--- config.mk ---
export PLATFORM = sky130hd
export DESIGN_NAME = pnh_ctrl
export DESIGN_NICKNAME = d
export VERILOG_FILES = /design/src/rtl/pnh_pkg.sv /design/src/rtl/pnh_ctrl.sv
export SDC_FILE = /design/constraint.sdc
export NUM_CORES = 1
export LEC_CHECK = 0
export ABC_CLOCK_PERIOD_IN_PS = 2430
export BUFFER_PORTS_ARGS = -buffer_cell sky130_fd_sc_hd__buf_4
export CORE_AREA = 4 4 42 44
export CTS_CLUSTER_DIAMETER = 30
export DETAILED_ROUTE_END_ITERATION = 16
export DIE_AREA = 0 0 46 48
export HOLD_SLACK_MARGIN = 0.12
export PLACE_DENSITY = 0.83
export SYNTH_ARGS = -nofsm -noshare
export SYNTH_HDL_FRONTEND = slang
export SYNTH_SLANG_ARGS = --single-unit
--- constraint.sdc ---
create_clock -name clk_i -period 2.43 [get_ports clk_i]
set_clock_uncertainty 0.05 [all_clocks]
set_input_delay 0.1215 -clock clk_i [delete_from_list [all_inputs] [get_ports clk_i]]
set_output_delay 0.1215 -clock clk_i [all_outputs]
set_load 0.1 [all_outputs]
--- src/rtl/pnh_pkg.sv ---
// Shared types and constants of the pixel neighbourhood hash block.
// Used by the controller, the datapath and the top level; no dependencies.
`default_nettype none

package pnh_pkg;

  localparam int unsigned MAX_WIDTH  = 1024;
  localparam int unsigned MAX_HEIGHT = 1024;

  localparam int unsigned PIX_W   = 8;
  localparam int unsigned POS_W   = 10;
  localparam int unsigned DIM_W   = 11;
  localparam int unsigned CFG_W   = 11;
  localparam int unsigned IDX_W   = 2;
  localparam int unsigned PROD_W  = 2 * PIX_W;
  localparam int unsigned SUM_W   = 3 * PIX_W;
  localparam int unsigned CNT_W   = $clog2(SUM_W);

  localparam logic [PIX_W-1:0] BASE_WEIGHT_RST  = PIX_W'(8);
  localparam logic [PIX_W-1:0] MODULUS_RST      = PIX_W'(7);
  localparam logic [DIM_W-1:0] FRAME_WIDTH_RST  = DIM_W'(1024);
  localparam logic [DIM_W-1:0] FRAME_HEIGHT_RST = DIM_W'(1024);

  typedef enum logic [IDX_W-1:0] {
    CFG_BASE_WEIGHT  = 2'd0,
    CFG_MODULUS      = 2'd1,
    CFG_FRAME_WIDTH  = 2'd2,
    CFG_FRAME_HEIGHT = 2'd3
  } cfg_idx_e;

  typedef enum logic [8:0] {
    S_IDLE  = 9'b000000001,
    S_RD_A  = 9'b000000010,
    S_RD_B  = 9'b000000100,
    S_MUL1  = 9'b000001000,
    S_MUL2  = 9'b000010000,
    S_SUM   = 9'b000100000,
    S_DIV   = 9'b001000000,
    S_EMIT1 = 9'b010000000,
    S_EMIT2 = 9'b100000000
  } state_e;

  typedef struct packed {
    logic accept;
    logic rd_right;
    logic latch_above;
    logic mul1;
    logic mul2;
    logic sum;
    logic div_step;
    logic load_main;
    logic load_tail;
  } ctrl_cmd_t;

  typedef struct packed {
    logic div_done;
    logic has_main;
    logic last_row;
    logic single;
    logic out_free;
  } ctrl_sts_t;

endpackage

`default_nettype wire

--- src/rtl/pnh_ctrl.sv ---
// Sequencing state machine of the neighbourhood hash: one pixel at a time.
// Depends on pnh_pkg for the state, command and status types.
`default_nettype none

module pnh_ctrl (
  input  wire logic               clk_i,
  input  wire logic               rst_ni,
  input  wire logic               in_valid_i,
  output      logic               in_ready_o,
  input  wire pnh_pkg::ctrl_sts_t sts_i,
  output      pnh_pkg::ctrl_cmd_t cmd_o
);

  pnh_pkg::state_e state_q, state_d;

  always_ff @(posedge clk_i or negedge rst_ni) begin
    if (!rst_ni) begin
      state_q <= pnh_pkg::S_IDLE;
    end else begin
      state_q <= state_d;
    end
  end

  always_comb begin
    state_d    = state_q;
    cmd_o      = '0;
    in_ready_o = 1'b0;
    case (state_q)
      pnh_pkg::S_IDLE: begin
        in_ready_o   = 1'b1;
        cmd_o.accept = in_valid_i;
        if (in_valid_i) begin
          state_d = pnh_pkg::S_RD_A;
        end
      end
      pnh_pkg::S_RD_A: begin
        state_d = pnh_pkg::S_RD_B;
      end
      pnh_pkg::S_RD_B: begin
        cmd_o.rd_right    = 1'b1;
        cmd_o.latch_above = 1'b1;
        state_d           = pnh_pkg::S_MUL1;
      end
      pnh_pkg::S_MUL1: begin
        cmd_o.mul1 = 1'b1;
        state_d    = pnh_pkg::S_MUL2;
      end
      pnh_pkg::S_MUL2: begin
        cmd_o.mul2 = 1'b1;
        state_d    = pnh_pkg::S_SUM;
      end
      pnh_pkg::S_SUM: begin
        cmd_o.sum = 1'b1;
        state_d   = pnh_pkg::S_DIV;
      end
      pnh_pkg::S_DIV: begin
        cmd_o.div_step = 1'b1;
        if (sts_i.div_done) begin
          state_d = pnh_pkg::S_EMIT1;
        end
      end
      pnh_pkg::S_EMIT1: begin
        if (sts_i.has_main) begin
          if (sts_i.out_free) begin
            cmd_o.load_main = 1'b1;
            state_d = sts_i.last_row ? pnh_pkg::S_EMIT2 : pnh_pkg::S_IDLE;
          end
        end else if (sts_i.single) begin
          if (sts_i.out_free) begin
            cmd_o.load_tail = 1'b1;
            state_d         = pnh_pkg::S_IDLE;
          end
        end else begin
          state_d = pnh_pkg::S_IDLE;
        end
      end
      pnh_pkg::S_EMIT2: begin
        if (sts_i.out_free) begin
          cmd_o.load_tail = 1'b1;
          state_d         = pnh_pkg::S_IDLE;
        end
      end
      default: begin
        state_d = pnh_pkg::S_IDLE;
      end
    endcase
  end

  // The second word of a pixel exists only for a last-row pixel with a row above.
  assert property (@(posedge clk_i) disable iff (!rst_ni)
    (state_q == pnh_pkg::S_EMIT2) |-> (sts_i.has_main && sts_i.last_row))
    else $error("second result state entered without a last-row pixel");

  // A word is never loaded over one the consumer has not taken.
  assert property (@(posedge clk_i) disable iff (!rst_ni)
    (cmd_o.load_main || cmd_o.load_tail) |-> sts_i.out_free)
    else $error("output register overwritten");

endmodule

`default_nettype wire

==> impl_metrics.ini, run 1 <==
[floorplanning]
start_util_pct = 48.95
die_h_um = 48
coreArea_um2 = 1436
io_pins = 18
die_area_um2 = 2208
rows = 14
die_w_um = 46

[clocking]
htreeDepth = 1
worstSkewPairLatency_ps = 270
cts_buffer_depth = 2
cts_tree = yes
path_clk_slew_ps = 70
cts_resized = 0
numCtsBuffers = 3
clockRootBuffer = clkbuf_4
clock-sinks = 9

[final_layout]
nets = 111
fill_cells = 119
drive_gt1_share_pct = 33.33
top_register = state_q
largestRegisters = state_q (9)
largest_reg_flops = 9
syn_to_final_growth_pct = 32.21
fin_cells = 118
antenna_cells = 0

[setup_path]
cp_top_family = compound AO/OA/AOI/OAI gates
crit_path_max_incr_delay_ps = 570
cp_num_buf_inv = 1
worstSetupPathType = register to register
critPathSlowestCell = dlygate4sd3_1
reg2reg_depth = 6
cp.arrival_ps = 2430
required_ps = 2590
reg2reg_from = state_q[5]
path_common_cell = o211ai_2
r2r_setup_slack_ps = 160
path_max_fanout = 9
cp_cell_sequence = nor4_4 > nand2_2 > o211ai_2 > o211ai_2 > o32ai_2 > dlygate4sd3_1
reg2reg_to = state_q[7]
crit_path_start_kind = register
critPathCaptureType = register
critPathLaunch = state_q[5]

[sta]
worst-slew-pin-transition_ps = 395.5
slew_headroom_pct = 73.63
drv_slew = 0
tns_ps = 0
min_period_over_period_pct = 93.39
rsz0062_at_grt = false
max_freq_mhz = 440.6
fin_ws_ps = 160.5
period_needed_ps = 2269
setup_viol = 0
finalHoldViolCount = 0

[power]
p_sw_share_pct = 55.37
internal_power_w = 0.0003980
switchingPower_w = 0.0004938
p_seq_share_pct = 25.9
pwr-share-clk_pct = 13.6
cellPowerDensity_nw_per_um2 = 959.3
irDropWorstVdd_uv = 670.6
p_comb_share_pct = 60.5
leakagePower_nw = 0.4044

[min_path]
hold_path_class = input port to asynchronous set/reset pin

[grt]
antenna_found_initial = 0
grt_pass1_vias = 675
grt.total_usage_pct = 18.90
grt_first_pass_wirelength_um = 2939
grt_max_degree = 10
grt_overflow_total = 0

[detailed_routing]
postRouteAntennaNets = 0
vias = 696
viasPerCell = 5.898
drt_wl_total_um = 1723
route.detailed.drc = 0
wl_per_cell_um = 14.60
first_pass_iters = 5
drtIter0Drc = 19

[synth]
synth_commonest_cells = dfrtp_1 (8), nor2_1 (8), nor3b_1 (7)
netlist_area_um2 = 703.2
synth-edff-count = 0
synth_nets = 89
synth.area.top_cells = dfrtp_1 (28%), nor3b_1 (7.5%), nor2_1 (4.3%)
synth_cells = 81
synth.distinct_cells = 33
synth-main-ff-cell = dfrtp_1
synth_top_area_cell = dfrtp_1
seq_area_frac_synth_pct = 32.21
yosysWarnings = 0
async_flop_share_pct = 100.0
avgSynthCellArea_um2 = 8.681
synth_top_area_share_pct = 28.47
yosys_register_bits = 9

[placement]
pre_cts_ws_ps = 497.7
gp_congestion = 0.7956
hpwlAfterDp_um = 1276
portBuffers = 17
place_inst = 108

[status]
status = completed

[flow_run]
cap_violations = 0
cell type report:
class	instances	area (µm²)	area share [%]
Multi-Input combinational cell	64	461.7	49.66
Timing Repair Buffer	23	187.7	20.19
Tap cell	16	20.02	2.153
Inverter	2	7.507	0.8075
Clock buffer	4	26.28	2.826
Sequential cell	9	226.5	24.36
per-stage QoR:
stage	utilization (%)	hold slack [ps]	instance area [µm²]	power, W
3_3_place_gp	58.71	-97.33	843.3	0.0007514
3_5_place_dp	58.71	-96.31	843.3	0.0007686
5_1_grt	64.72	156.5	929.6	0.0009495
4_1_cts	64.72	159.6	929.6	0.0008964
6_report	64.72	157.0	929.6	0.0008918
2_1_floorplan	-	-224.1	740.7	0.0006681
metal layers:
metal,track usage (%),wire (µm),part of all wire (%),up-vias
met5,0,0,0,-
met4,11.93,68,3.9,0
met3,5.639,130,7.5,9
met2,30.77,871,51,35
met1,21.57,653,38,317
li1,-,-,-,335
placed cells by master, fill, tap and decap left out, types with 3 or more instances in the layout:
| cell type | n |
|---|---|
| dlygate4sd3_1 | 6 |
| buf_4 | 17 |
| clkbuf_4 | 3 |
| dfrtp_1 | 8 |
| o21ai_0 | 5 |
| nor3b_1 | 3 |
| nand2_1 | 6 |
| nor2_1 | 6 |
| xor2_1 | 3 |
| nor3_1 | 4 |
| nand3_1 | 3 |
timing repair:
item                                    in CTS  in global routing
setup buffers                                0                  0
hold buffers                                 6                  0
endpoints found under the setup margin       0                  1
hold endpoints to repair                    12                  0
cells by family (layout without fill, tap and decap cells):
kind of cell,count (synthesis),count (layout),synth area share [%]
compound gates,17,17,18.86
xor+xnor,3,3,3.737
buf+inv,8,29,7.473
flops,9,9,32.21
simple gates,44,44,37.72
power groups by stage:
stage	clock [W]	combinational (W)	sequential, W
floorplan	0	0.000457	0.000211
global placement	0	0.000523	0.000229
detailed placement	0	0.000535	0.000234
CTS	0.000124	0.000542	0.000230
global route	0.000136	0.000575	0.000239
finish	0.000122	0.000539	0.000231
how the worst max path moves through the flow:
stage / endpoint / slack, ps / cells after the start
2_1_floorplan: cmd_o[7] / -90 / 5
3_3_place_gp: cmd_o[0] / 500 / 5
3_5_place_dp: cmd_o[0] / 500 / 5
4_1_cts: state_q[7] / 160 / 5
5_1_grt: state_q[7] / 20 / 6
6_report: state_q[7] / 160 / 6
Note: power is estimated with default switching activity, not from simulation.
==> run 2: changes to the inputs <==
--- a/config.mk
+++ b/config.mk
@@ -13,6 +13,8 @@
 export DIE_AREA = 0 0 46 48
 export HOLD_SLACK_MARGIN = 0.12
 export PLACE_DENSITY = 0.83
+export RECOVER_POWER = 50
 export SYNTH_ARGS = -nofsm -noshare
 export SYNTH_HDL_FRONTEND = slang
 export SYNTH_SLANG_ARGS = --single-unit
+export TNS_END_PERCENT = 10
==> run 2 against run 1 <==
Against the previous run: flip-flop and latch count is the same; critical path depth is the same; first-iteration DRC count shrank 68%; die area is the same; worst hold slack lost 3.6 ps; clock power is essentially flat; critical endpoint unchanged; highest routed layer unchanged.
==> impl_metrics.ini, run 2 (synthesis results as in run 1) <==
[detailed_routing]
postRouteAntennaNets = 0
viasPerCell = 5.746
drt_wl_total_um = 1684
vias = 678
wl_per_cell_um = 14.27
first_pass_iters = 4
drtIter0Drc = 6
route.detailed.drc = 0

[clocking]
path_clk_slew_ps = 70
worstSkewPairLatency_ps = 270
cts_setup_buffers = 0
cts_tree = yes
numCtsBuffers = 3
cts_buffer_depth = 2
clock-sinks = 9
clockRootBuffer = clkbuf_4
htreeDepth = 1
ctsHoldBuffers = 6
cts_resized = 0

[final_layout]
drive_gt1_share_pct = 30.39
register_area_um2 = 226.5
largestRegisters = state_q (9)
largest_reg_flops = 9
final_cell_mix = buf_4 (16), nor2_1 (8), dfrtp_1 (8)
syn_to_final_growth_pct = 29.18
fin_cells = 118
nets = 111
layout_commonest_cell = buf_4
top_register = state_q
multi_input_area_um2 = 444.2
antenna_cells = 0
fill_cells = 131

[grt]
grt_overflow_total = 0
grt.total_usage_pct = 16.78
grt_first_pass_wirelength_um = 2559
antenna_found_initial = 0
grt_pass1_vias = 588
grt_max_degree = 10

[sta]
tns_ps = 0
min_period_over_period_pct = 93.68
drv_slew = 0
period_needed_ps = 2276
setup_viol = 0
worst-slew-pin-transition_ps = 527.1
slew_headroom_pct = 64.86
finalHoldViolCount = 0
rsz0062_at_grt = false
max_freq_mhz = 439.3

[floorplanning]
die_h_um = 48
coreArea_um2 = 1436
die_area_um2 = 2208
rows = 14
start_util_pct = 48.95
io_pins = 18
die_w_um = 46

[setup_path]
worstSetupPathType = register to register
path_max_fanout = 9
path_common_cell = o211ai_2
critPathCaptureType = register
cp_cell_sequence = nor4_4 > nand2_2 > o211ai_2 > o211ai_2 > o32ai_2 > dlygate4sd3_1
crit_path_max_incr_delay_ps = 570
crit_path_start_kind = register
critPathSlowestCell = dlygate4sd3_1
cp_top_family = compound AO/OA/AOI/OAI gates
cp.arrival_ps = 2440
cp_num_buf_inv = 1
required_ps = 2600

[min_path]
hold_path_class = input port to register

[placement]
place_inst = 108
gp_congestion = 0.7934
portBuffers = 17
hpwlAfterDp_um = 1240

[power]
irDropWorstVdd_uv = 715.4
cellPowerDensity_nw_per_um2 = 956.6
leakagePower_nw = 0.4011

[flow_run]
cap_violations = 0

[status]
status = completed
run 2: cell count changes in the layout (fill, tap and decap cells not counted), sizes merged:
cell    change
buf         -1
clkbuf      +1
run 2: final timing paths:
| path | slack [ps] | end | depth (start not counted) | start |
|---|---|---|---|---|
| max | 150 | state_q[7] | 6 | state_q[5] |
| min | 150 | state_q[6] | 3 | sts_i[4] |
| max reg2reg | 150 | state_q[7] | 6 | state_q[5] |
| min reg2reg | 520 | state_q[3] | 1 | state_q[3] |
| max in group asynchronous | 1690 | state_q[0] | 2 | rst_ni |
| min in group asynchronous | 280 | state_q[4] | 2 | rst_ni |
run 2: metal layers:
metal | up-vias | track usage [%] | share of wire (%)
li1 | 335 | - | -
met1 | 321 | 18.57 | 41
met5 | - | 0 | 0
met2 | 17 | 29.12 | 51
met3 | 5 | 3.759 | 4.5
met4 | 0 | 10.23 | 2.7
run 2: tightest hold or removal path: stages:
cell,delay [ps]
buf_4,80
nor3_1,40
or2_1,190
run 2: per-stage QoR:
| stage | instance area (µm²) | hold WS, ps | utilization [%] | setup slack (ps) | power [W] |
|---|---|---|---|---|---|
| floorplan | 723.2 | -224.1 | - | -492.6 | 0.0006512 |
| global placement | 825.8 | -98.32 | 57.49 | 575.1 | 0.0007351 |
| detailed placement | 825.8 | -93.52 | 57.49 | 596.4 | 0.0007475 |
| CTS | 912.1 | 157.3 | 63.50 | 155.3 | 0.0008746 |
| global route | 908.4 | 160.6 | 63.24 | 11.02 | 0.0009251 |
| finish | 908.4 | 153.4 | 63.24 | 153.6 | 0.0008689 |
run 2: area by class of cell:
class / count / area share (%)
inverter: 2 / 0.8264
timing repair buffer: 23 / 20.25
clock buffer: 4 / 2.893
sequential: 9 / 24.93
multi-input combinational: 64 / 48.90
tap: 16 / 2.204
run 2: power by group:
part | switching (W) | internal [W] | total (W)
registers | 0.0000473 | 0.000181 | 0.000228
logic | 0.000369 | 0.000148 | 0.000517
clock network | 0.0000601 | 0.0000637 | 0.000124
